File: config.mk
export PLATFORM = sky130hd
export DESIGN_NAME = sparse_polynomial_term_store
export DESIGN_NICKNAME = d
export VERILOG_FILES = /design/src/rtl/spts_pkg.sv /design/src/rtl/spts_dp.sv /design/src/rtl/spts_ctrl.sv /design/src/rtl/sparse_polynomial_term_store.sv
export SDC_FILE = /design/constraint.sdc
export NUM_CORES = 2
export LEC_CHECK = 0
export BUFFER_PORTS_ARGS = -buffer_cell sky130_fd_sc_hd__buf_4
export CORE_AREA = 2 2 505 381
export CTS_BUF_LIST = sky130_fd_sc_hd__clkbuf_8
export DETAILED_ROUTE_END_ITERATION = 8
export DIE_AREA = 0 0 507 383
export PLACE_DENSITY = 0.69
export REMOVE_ABC_BUFFERS = 1
export SLEW_MARGIN = 20
export SYNTH_ARGS = -nofsm -noshare
export SYNTH_HDL_FRONTEND = slang
export SYNTH_SLANG_ARGS = --single-unit
File: constraint.sdc
create_clock -name clk_i -period 28.5 [get_ports clk_i]
set_input_delay 4.275 -clock clk_i [delete_from_list [all_inputs] [get_ports clk_i]]
set_output_delay 4.275 -clock clk_i [all_outputs]
set_load 0.03 [all_outputs]
File: src/rtl/spts_pkg.sv
`default_nettype none

package spts_pkg;

  // table geometry
  localparam int MAX_TERMS = 16;
  localparam int MAX_POWER = 31;

  // fixed field widths
  localparam int DataW   = 32;
  localparam int PowerW  = 5;
  localparam int ModeW   = 2;
  localparam int TcountW = 5;

  // derived widths
  localparam int IdxW   = (MAX_TERMS > 1) ? $clog2(MAX_TERMS) : 1;
  localparam int CntW   = $clog2(MAX_TERMS + 1);
  localparam int PowTabN = 2 ** PowerW;

  // operation codes
  localparam logic [ModeW-1:0] MODE_INSERT = 2'd0;
  localparam logic [ModeW-1:0] MODE_DELETE = 2'd1;
  localparam logic [ModeW-1:0] MODE_EVAL   = 2'd2;

  // controller to datapath
  typedef struct packed {
    logic load;
    logic insert;
    logic del_step;
    logic del_commit;
    logic pow_step;
    logic ev_issue;
  } cmd_t;

  // datapath to controller
  typedef struct packed {
    logic [ModeW-1:0] mode;
    logic             empty;
    logic             idx_last;
    logic             pow_last;
  } stat_t;

endpackage

`default_nettype wire

File: src/rtl/spts_dp.sv
`default_nettype none

module spts_dp (
  input  wire                           clk_i,
  input  wire                           rst_ni,
  input  spts_pkg::cmd_t                cmd_i,
  output spts_pkg::stat_t               stat_o,
  input  wire [spts_pkg::ModeW-1:0]     mode_i,
  input  wire [spts_pkg::DataW-1:0]     coeff_i,
  input  wire [spts_pkg::PowerW-1:0]    power_i,
  input  wire [spts_pkg::DataW-1:0]     x_value_i,
  output logic [spts_pkg::DataW-1:0]    value_o,
  output logic [spts_pkg::TcountW-1:0]  term_count_o,
  output logic                          status_o
);
  import spts_pkg::*;

  // term table
  logic [DataW-1:0]  coef_q [MAX_TERMS];
  logic [PowerW-1:0] pow_q  [MAX_TERMS];
  // powers of x
  logic [DataW-1:0]  xpow_q [PowTabN];

  logic [ModeW-1:0]  mode_q;
  logic [DataW-1:0]  coeff_q;
  logic [PowerW-1:0] power_q;
  logic [DataW-1:0]  x_q;
  logic [CntW-1:0]   count_q;
  logic [IdxW-1:0]   idx_q;
  logic [CntW-1:0]   keep_q;
  logic [PowerW-1:0] k_q;
  logic [DataW-1:0]  prev_q;
  logic [DataW-1:0]  prod_q;
  logic              prod_v_q;
  logic [DataW-1:0]  acc_q;
  logic              status_q;

  logic              full;
  logic [DataW-1:0]  prod_d;
  logic [DataW-1:0]  prev_d;

  assign full   = (count_q >= CntW'(MAX_TERMS));
  assign prod_d = coef_q[idx_q] * xpow_q[pow_q[idx_q]];
  assign prev_d = prev_q * x_q;

  // control state
  always_ff @(posedge clk_i or negedge rst_ni) begin
    if (!rst_ni) begin
      mode_q   <= MODE_INSERT;
      count_q  <= '0;
      idx_q    <= '0;
      keep_q   <= '0;
      k_q      <= '0;
      prod_v_q <= 1'b0;
      status_q <= 1'b0;
    end else begin
      prod_v_q <= cmd_i.ev_issue;
      if (cmd_i.load) begin
        mode_q   <= mode_i;
        idx_q    <= '0;
        keep_q   <= '0;
        k_q      <= '0;
        status_q <= 1'b0;
      end
      if (cmd_i.insert) begin
        if (full) begin
          status_q <= 1'b1;
        end else if (int'(power_q) <= MAX_POWER) begin
          count_q <= count_q + CntW'(1);
        end
      end
      if (cmd_i.del_step) begin
        idx_q <= idx_q + IdxW'(1);
        if (pow_q[idx_q] != power_q) begin
          keep_q <= keep_q + CntW'(1);
        end
      end
      if (cmd_i.del_commit) begin
        count_q <= keep_q;
      end
      if (cmd_i.pow_step) begin
        k_q <= k_q + PowerW'(1);
      end
      if (cmd_i.ev_issue) begin
        idx_q <= idx_q + IdxW'(1);
      end
    end
  end

  // payload
  always_ff @(posedge clk_i) begin
    if (cmd_i.load) begin
      coeff_q <= coeff_i;
      power_q <= power_i;
      x_q     <= x_value_i;
      prev_q  <= DataW'(1);
      acc_q   <= '0;
    end
    if (cmd_i.insert && !full && (int'(power_q) <= MAX_POWER)) begin
      coef_q[count_q[IdxW-1:0]] <= coeff_q;
      pow_q[count_q[IdxW-1:0]]  <= power_q;
    end
    if (cmd_i.del_step && (pow_q[idx_q] != power_q)) begin
      coef_q[keep_q[IdxW-1:0]] <= coef_q[idx_q];
      pow_q[keep_q[IdxW-1:0]]  <= pow_q[idx_q];
    end
    if (cmd_i.pow_step) begin
      xpow_q[k_q] <= prev_q;
      prev_q      <= prev_d;
    end
    if (cmd_i.ev_issue) begin
      prod_q <= prod_d;
    end
    if (prod_v_q) begin
      acc_q <= acc_q + prod_q;
    end
  end

  assign stat_o.mode     = mode_q;
  assign stat_o.empty    = (count_q == '0);
  assign stat_o.idx_last = (CntW'(idx_q) == (count_q - CntW'(1)));
  assign stat_o.pow_last = (k_q == PowerW'(MAX_POWER));

  assign value_o      = (mode_q == MODE_EVAL) ? acc_q : '0;
  assign term_count_o = TcountW'(count_q);
  assign status_o     = status_q;

endmodule

`default_nettype wire

File: src/rtl/spts_ctrl.sv
`default_nettype none

module spts_ctrl (
  input  wire              clk_i,
  input  wire              rst_ni,
  input  wire              start,
  output logic             busy,
  output logic             done_o,
  output spts_pkg::cmd_t   cmd_o,
  input  spts_pkg::stat_t  stat_i
);
  import spts_pkg::*;

  typedef enum logic [2:0] {
    StIdle,
    StDisp,
    StDelWalk,
    StDelCommit,
    StPow,
    StEval,
    StDrain,
    StResp
  } state_e;

  state_e state_q;

  always_ff @(posedge clk_i or negedge rst_ni) begin
    if (!rst_ni) begin
      state_q <= StIdle;
    end else begin
      case (state_q)
        StIdle: begin
          if (start) state_q <= StDisp;
        end
        StDisp: begin
          case (stat_i.mode)
            MODE_INSERT: state_q <= StResp;
            MODE_DELETE: state_q <= stat_i.empty ? StDelCommit : StDelWalk;
            MODE_EVAL:   state_q <= StPow;
            default:     state_q <= StResp;
          endcase
        end
        StDelWalk: begin
          if (stat_i.idx_last) state_q <= StDelCommit;
        end
        StDelCommit: state_q <= StResp;
        StPow: begin
          if (stat_i.pow_last) state_q <= stat_i.empty ? StDrain : StEval;
        end
        StEval: begin
          if (stat_i.idx_last) state_q <= StDrain;
        end
        StDrain: state_q <= StResp;
        StResp:  state_q <= StIdle;
        default: state_q <= StIdle;
      endcase
    end
  end

  assign busy   = (state_q != StIdle);
  assign done_o = (state_q == StResp);

  always_comb begin
    cmd_o            = '0;
    cmd_o.load       = (state_q == StIdle) && start;
    cmd_o.insert     = (state_q == StDisp) && (stat_i.mode == MODE_INSERT);
    cmd_o.del_step   = (state_q == StDelWalk);
    cmd_o.del_commit = (state_q == StDelCommit);
    cmd_o.pow_step   = (state_q == StPow);
    cmd_o.ev_issue   = (state_q == StEval);
  end

endmodule

`default_nettype wire

File: src/rtl/sparse_polynomial_term_store.sv
// insert and unused mode go from dispatch straight to the result beat; delete walks the
// stored terms, compacting the kept ones, then commits the new count
// one operation at a time: busy high after acceptance through the done_o beat
// the evaluate time is set by the build of the x power table, one multiply per cycle,
// then one term per cycle through the term multiplier into the accumulator
// reset: rst_ni async active low empties the table; the receiver cannot stall done_o
`default_nettype none

module sparse_polynomial_term_store (
  input  wire                                clk_i,
  input  wire                                rst_ni,
  input  wire                                start,
  output logic                               busy,
  input  wire        [spts_pkg::ModeW-1:0]   mode_i,
  input  wire signed [spts_pkg::DataW-1:0]   coeff_i,
  input  wire        [spts_pkg::PowerW-1:0]  power_i,
  input  wire signed [spts_pkg::DataW-1:0]   x_value_i,
  output logic                               done_o,
  output logic signed [spts_pkg::DataW-1:0]  value_o,
  output logic       [spts_pkg::TcountW-1:0] term_count_o,
  output logic                               status_o
);
  import spts_pkg::*;

  // command and status between sequencer and datapath
  cmd_t  cmd;
  stat_t stat;

  logic [DataW-1:0] value;

  // sequencer: dispatch, delete walk, power table build, term walk, result beat
  spts_ctrl u_ctrl (
    .clk_i  (clk_i),
    .rst_ni (rst_ni),
    .start  (start),
    .busy   (busy),
    .done_o (done_o),
    .cmd_o  (cmd),
    .stat_i (stat)
  );

  // datapath: term table, x power table, multiplier and accumulator
  spts_dp u_dp (
    .clk_i        (clk_i),
    .rst_ni       (rst_ni),
    .cmd_i        (cmd),
    .stat_o       (stat),
    .mode_i       (mode_i),
    .coeff_i      (coeff_i),
    .power_i      (power_i),
    .x_value_i    (x_value_i),
    .value_o      (value),
    .term_count_o (term_count_o),
    .status_o     (status_o)
  );

  // result fields hold from a result beat until the next accept; value is zero outside evaluate
  assign value_o = value;

`ifndef SYNTHESIS
  // a result beat only ends an accepted operation
  a_done_busy: assert property (@(posedge clk_i) disable iff (!rst_ni)
    done_o |-> busy) else $error("done without busy");

  // accepted beat makes the block busy
  a_start_busy: assert property (@(posedge clk_i) disable iff (!rst_ni)
    (start && !busy) |=> busy) else $error("accept did not raise busy");

  // stored count never passes the table size
  a_count_max: assert property (@(posedge clk_i) disable iff (!rst_ni)
    int'(term_count_o) <= MAX_TERMS) else $error("term count overflow");

  // a refused insert never reports a value
  a_status_val: assert property (@(posedge clk_i) disable iff (!rst_ni)
    (done_o && status_o) |-> (value_o == '0)) else $error("refusal with value");

  // busy drops right after the result beat
  a_done_idle: assert property (@(posedge clk_i) disable iff (!rst_ni)
    done_o |=> !busy) else $error("busy after done");
`endif

endmodule

`default_nettype wire
==> results <==
- The number of remaining DRC errors is 0.
- The number of hold-slack violations in the final timing report was 0.
- The average footprint of a synthesized cell is 12.9 um2.
- During synthesis, Yosys emitted a total of 0 warnings.
- The transition time of the tightest slew-check pin is roughly 1200 ps.
- The first detailed-routing pass took 8 iterations.
- The launch point of the worst hold path is u_dp.keep_q[4]$_DFF_PN0_.
- Sequential cells were found to cover approximately 52% of the synthesized design area.
- The minimum clock period is approximately 14000 ps.
- Among the stages of the critical path, the cell type that occurs most often is sky130_fd_sc_hd__fa_1.
- Along the worst path, the maximum fanout reaches approximately 130.
- The routed length per instance is approximately 26 um.
- The via count of the first global-routing pass is roughly 68000.
- For this configuration, the core starts out at a cell density of a little over half.
- Setup violations remaining at the end of the flow were counted as 0.
- Setup repair after global routing left no endpoint under its margin.
- The maximum frequency from static timing analysis is 0.0729 GHz.
- The number of pins with negative max-slew slack in the final report was 0.
- The sink count of the clock tree is 1807.
- For this run the aggregate overflow at the end of global routing stands at 0.
- The depth of the worst hold-timing path is 1.
- Max-cap violations in this run came to 0.
- Detailed routing inserted a total of between 60000 and 70000 vias.
- The die height is roughly 380 um.
- The insertion delay of the later-clocked pin in the worst-skew pair is between 1000 and 1500 ps.
- The weighted congestion reported at the end of routability-driven placement is between 0.8 and 0.9.
- The global-route wire length before repair is roughly 430000 um.
- By count the netlist is led by sky130_fd_sc_hd__edfxtp_1, sky130_fd_sc_hd__nand2_1, sky130_fd_sc_hd__inv_1, sky130_fd_sc_hd__fa_1, sky130_fd_sc_hd__nor2_1.
- The number of fill cells is 14900.
- The launch point of the worst reg-to-reg path is u_dp.idx_q[0]$_DFFE_PN0P_.
- The number of buffers created by CTS is between 200 and 300.
- At the worst endpoint, the arrival time is approximately 14000 ps.
- By area the synthesized netlist is led by sky130_fd_sc_hd__edfxtp_1, sky130_fd_sc_hd__fa_1, sky130_fd_sc_hd__nand2_1, sky130_fd_sc_hd__mux4_2, sky130_fd_sc_hd__inv_1.
- The total of cells resized after clock tree synthesis is 0.
- After floorplanning, the core was sized to cover around 0.19 mm2.
- The worst clock skew on the final layout is roughly 110 ps.
- The root buffer cell chosen for the clock tree is sky130_fd_sc_hd__clkbuf_8.
- The type of origin of the critical path is a flop.
- After synthesis the netlist holds a flip-flop and latch count of between 1500 and 2000.
- The count of port buffers added during placement is around 110.
- The critical path start-end classification is flop to flop.
- The number of buffers on the longest clock path is 4.
- Relative to the synthesized area, the layout overhead comes to 8.48%.
- For this design the top-level I/O count stands at approximately 110.
- In this run the register-to-register setup slack is about 15000 ps.
- The worst pin sits at a relative slew slack of 18.7%.
- Once detail routing completed, the nets flagged for antenna violations numbered 0.
- The largest total area in the synthesized netlist belongs to sky130_fd_sc_hd__edfxtp_1.
- The CTS tree is done.
- For hold timing, the worst endpoint is u_dp.keep_q[4]$_DFF_PN0_.
- Dividing the final minimum period by the clock period gives between 40% and 50%.
- The die is just over 500 um wide.
- The initialized floorplan defines about 140 standard-cell rows.
- In this run, synthesis inferred 1781 flip-flops with an integrated enable.
- Dividing the detail-routed via count by the number of cells gives 6.01.
- The placed wire-length estimate after detailed placement is 171000 um.
- For the final routed database, the setup TNS stands at 0 ps.
- The cell count after synthesis came out at 8015.
- The proportion of layout cells with a drive suffix above 1 is roughly an eighth.
- The number of hold buffers added after CTS is 0.
- Yosys instantiated no cell more often than sky130_fd_sc_hd__edfxtp_1.
- Summing every instance area after synthesis gives roughly 0.10 mm2.
- The H-tree generated during clock tree synthesis spans 5 levels.
- The path class of the tightest hold or removal check is flop to flop.
- The die outline area is ~0.2 mm2.
- The share of async-settable or async-resettable flops after synthesis is under 10%.
- In this run the critical register-to-register path is captured at u_dp.prod_q[31]$_DFFE_PP_.
- The pin count of the biggest net entering global routing is ~140.
- The cell with the biggest individual delay on the critical path is sky130_fd_sc_hd__dfrtp_4.
- The global routing usage summed across all routing layers is around 30%.
- The first routing iteration left 8221 violations.
- The post-CTS setup buffer count is 0.
- The initial antenna violation count was 7.
- The longest individual stage delay on the worst path is 1000 ps.
- The most used flip-flop cell after synthesis is sky130_fd_sc_hd__edfxtp_1.
- For this run, the post-layout net count is around 9400.
- The share of synthesized area in the top cell type comes to approximately 52%.
- The clock transition time at the flip-flop clock pins of the worst setup and hold paths is around 70 ps.
- The flow ran to the end, and the final reports show no timing, DRC or antenna violations.
- The routed design has 282000 um of wire.
- The cell depth of the worst flop-to-flop path is 34.
- The kind of capture point of the worst setup path is a flop.
- The number of different library cells used by synthesis comes to 89.
- STA puts the critical path data required time at a little under 30000 ps.
- The start point of the critical path is u_dp.idx_q[0]$_DFFE_PN0P_.
==> cells by family (layout without fill, tap and decap cells) <==
group                      count (synthesis)  count (layout)  synth area share, %
and+or+nand+nor                         2459            2459                 11.0
DFF                                     1807            1807                 52.2
buffers and inverters                   1431            1786                 5.79
adders and majority gates               1103            1103                 19.2
AOI/OAI and AO/OA                        765             765                 5.16
muxes                                    258             258                 4.82
xor gates and xnor gates                 192             192                 1.73
other                                      0               8                    0
==> sequential cells by signal (all words and copies together) (netlist names), 2 cells and up <==
signal,count
u_ctrl.state_q,3
u_dp.acc_q,32
u_dp.coef_q,512
u_dp.coeff_q,32
u_dp.idx_q,4
u_dp.k_q,5
u_dp.keep_q,5
u_dp.mode_q,2
u_dp.pow_q,80
u_dp.power_q,5
u_dp.prev_q,32
u_dp.prod_q,32
u_dp.term_count_o,5
u_dp.x_q,32
u_dp.xpow_q,1024
==> worst max-delay path: cells and delay by family, from the launching register on <==
family / cells / cell delay (ps)
fa+ha+maj: 8 / 3920
simple gates: 4 / 1450
mux: 2 / 1110
flops: 1 / 1000
buf+inv: 6 / 2670
xor+xnor: 11 / 2350
compound gates: 3 / 600
==> metal layers <==
layer,share of wire [%],vias up,wire (um),global-route usage [%]
met2,45,3812,125000,44.0
met3,12,523,33200,6.80
li1,-,27800,-,-
met1,41,33500,116000,43.5
met4,2.7,0,7540,8.41
met5,0,-,0,0
==> cell usage in the layout, fill, tap and decap left out, types with 10 or more instances in the layout <==
| cell type | netlist | final |
|---|---|---|
| sky130_fd_sc_hd__nor2b_1 | 92 | 91 |
| sky130_fd_sc_hd__nor3_1 | 31 | 31 |
| sky130_fd_sc_hd__and2_1 | 226 | 226 |
| sky130_fd_sc_hd__xor2_1 | 42 | 42 |
| sky130_fd_sc_hd__a211oi_1 | 153 | 153 |
| sky130_fd_sc_hd__nand3_1 | 118 | 118 |
| sky130_fd_sc_hd__or2_2 | 48 | 48 |
| sky130_fd_sc_hd__xnor2_1 | 142 | 142 |
| sky130_fd_sc_hd__a311oi_1 | 71 | 71 |
| sky130_fd_sc_hd__mux4_2 | 192 | 191 |
| sky130_fd_sc_hd__a21oi_1 | 118 | 118 |
| sky130_fd_sc_hd__clkinv_2 | 0 | 34 |
| sky130_fd_sc_hd__a31oi_1 | 101 | 100 |
| sky130_fd_sc_hd__or3_1 | 12 | 12 |
| sky130_fd_sc_hd__nor2_4 | 2 | 52 |
| sky130_fd_sc_hd__a21o_1 | 23 | 23 |
| sky130_fd_sc_hd__o21bai_1 | 18 | 18 |
| sky130_fd_sc_hd__nor2_1 | 324 | 275 |
| sky130_fd_sc_hd__o21ai_0 | 98 | 86 |
| sky130_fd_sc_hd__clkbuf_8 | 0 | 307 |
| sky130_fd_sc_hd__o211ai_1 | 16 | 16 |
| sky130_fd_sc_hd__o21ai_1 | 7 | 12 |
| sky130_fd_sc_hd__fa_1 | 817 | 817 |
| sky130_fd_sc_hd__o21a_1 | 15 | 15 |
| sky130_fd_sc_hd__nand4_1 | 10 | 10 |
| sky130_fd_sc_hd__ha_1 | 286 | 286 |
| sky130_fd_sc_hd__dfrtp_1 | 26 | 23 |
| sky130_fd_sc_hd__o31ai_1 | 13 | 12 |
| sky130_fd_sc_hd__nand2b_1 | 141 | 141 |
| sky130_fd_sc_hd__edfxtp_1 | 1781 | 1781 |
| sky130_fd_sc_hd__clkinv_1 | 0 | 61 |
| sky130_fd_sc_hd__mux2i_1 | 60 | 59 |
| sky130_fd_sc_hd__and3_1 | 198 | 198 |
| sky130_fd_sc_hd__inv_1 | 989 | 1070 |
| sky130_fd_sc_hd__buf_4 | 47 | 296 |
| sky130_fd_sc_hd__a22oi_1 | 32 | 32 |
| sky130_fd_sc_hd__nand2_1 | 1213 | 1213 |
==> how the worst max path moves through the flow <==
stage | to | slack (ps) | depth (start not counted)
after global placement | u_dp.prod_q[31]$_DFFE_PP_ | 15090 | 34
after CTS | u_dp.prod_q[31]$_DFFE_PP_ | 14860 | 34
after detailed placement | u_dp.prod_q[31]$_DFFE_PP_ | 14880 | 34
final | u_dp.prod_q[31]$_DFFE_PP_ | 14790 | 34
after floorplan | u_dp.prod_q[31]$_DFFE_PP_ | 7640 | 34
after global routing | u_dp.prod_q[31]$_DFFE_PP_ | 14050 | 34
==> stage by stage <==
stage	instances	utilization (%)	worst slack [ps]	hold WS, ps	area, um2
global route	10900	59.2	14050	539	112000
floorplan	7573	-	7640	456	101000
CTS	10900	59.1	14860	496	112000
finish	10900	59.2	14790	505	112000
global placement	10400	56.5	15090	483	107000
detailed placement	10400	56.5	14880	489	107000
==> layout make-up <==
class / count / area, um2 / area share, %
sequential: 1807 / 54100 / 48.2
multi-input combinational: 4777 / 44000 / 39.1
clock buffer: 307 / 4230 / 3.76
inverter: 989 / 3710 / 3.30
tap: 2538 / 3180 / 2.82
timing repair buffer: 302 / 2330 / 2.07
clock inverter: 188 / 811 / 0.721
antenna: 8 / 20.0 / 0.0178
Power is left out: the tool's default activity adds up to more than one toggle a clock period on the data nets, which glitch-free logic cannot reach.
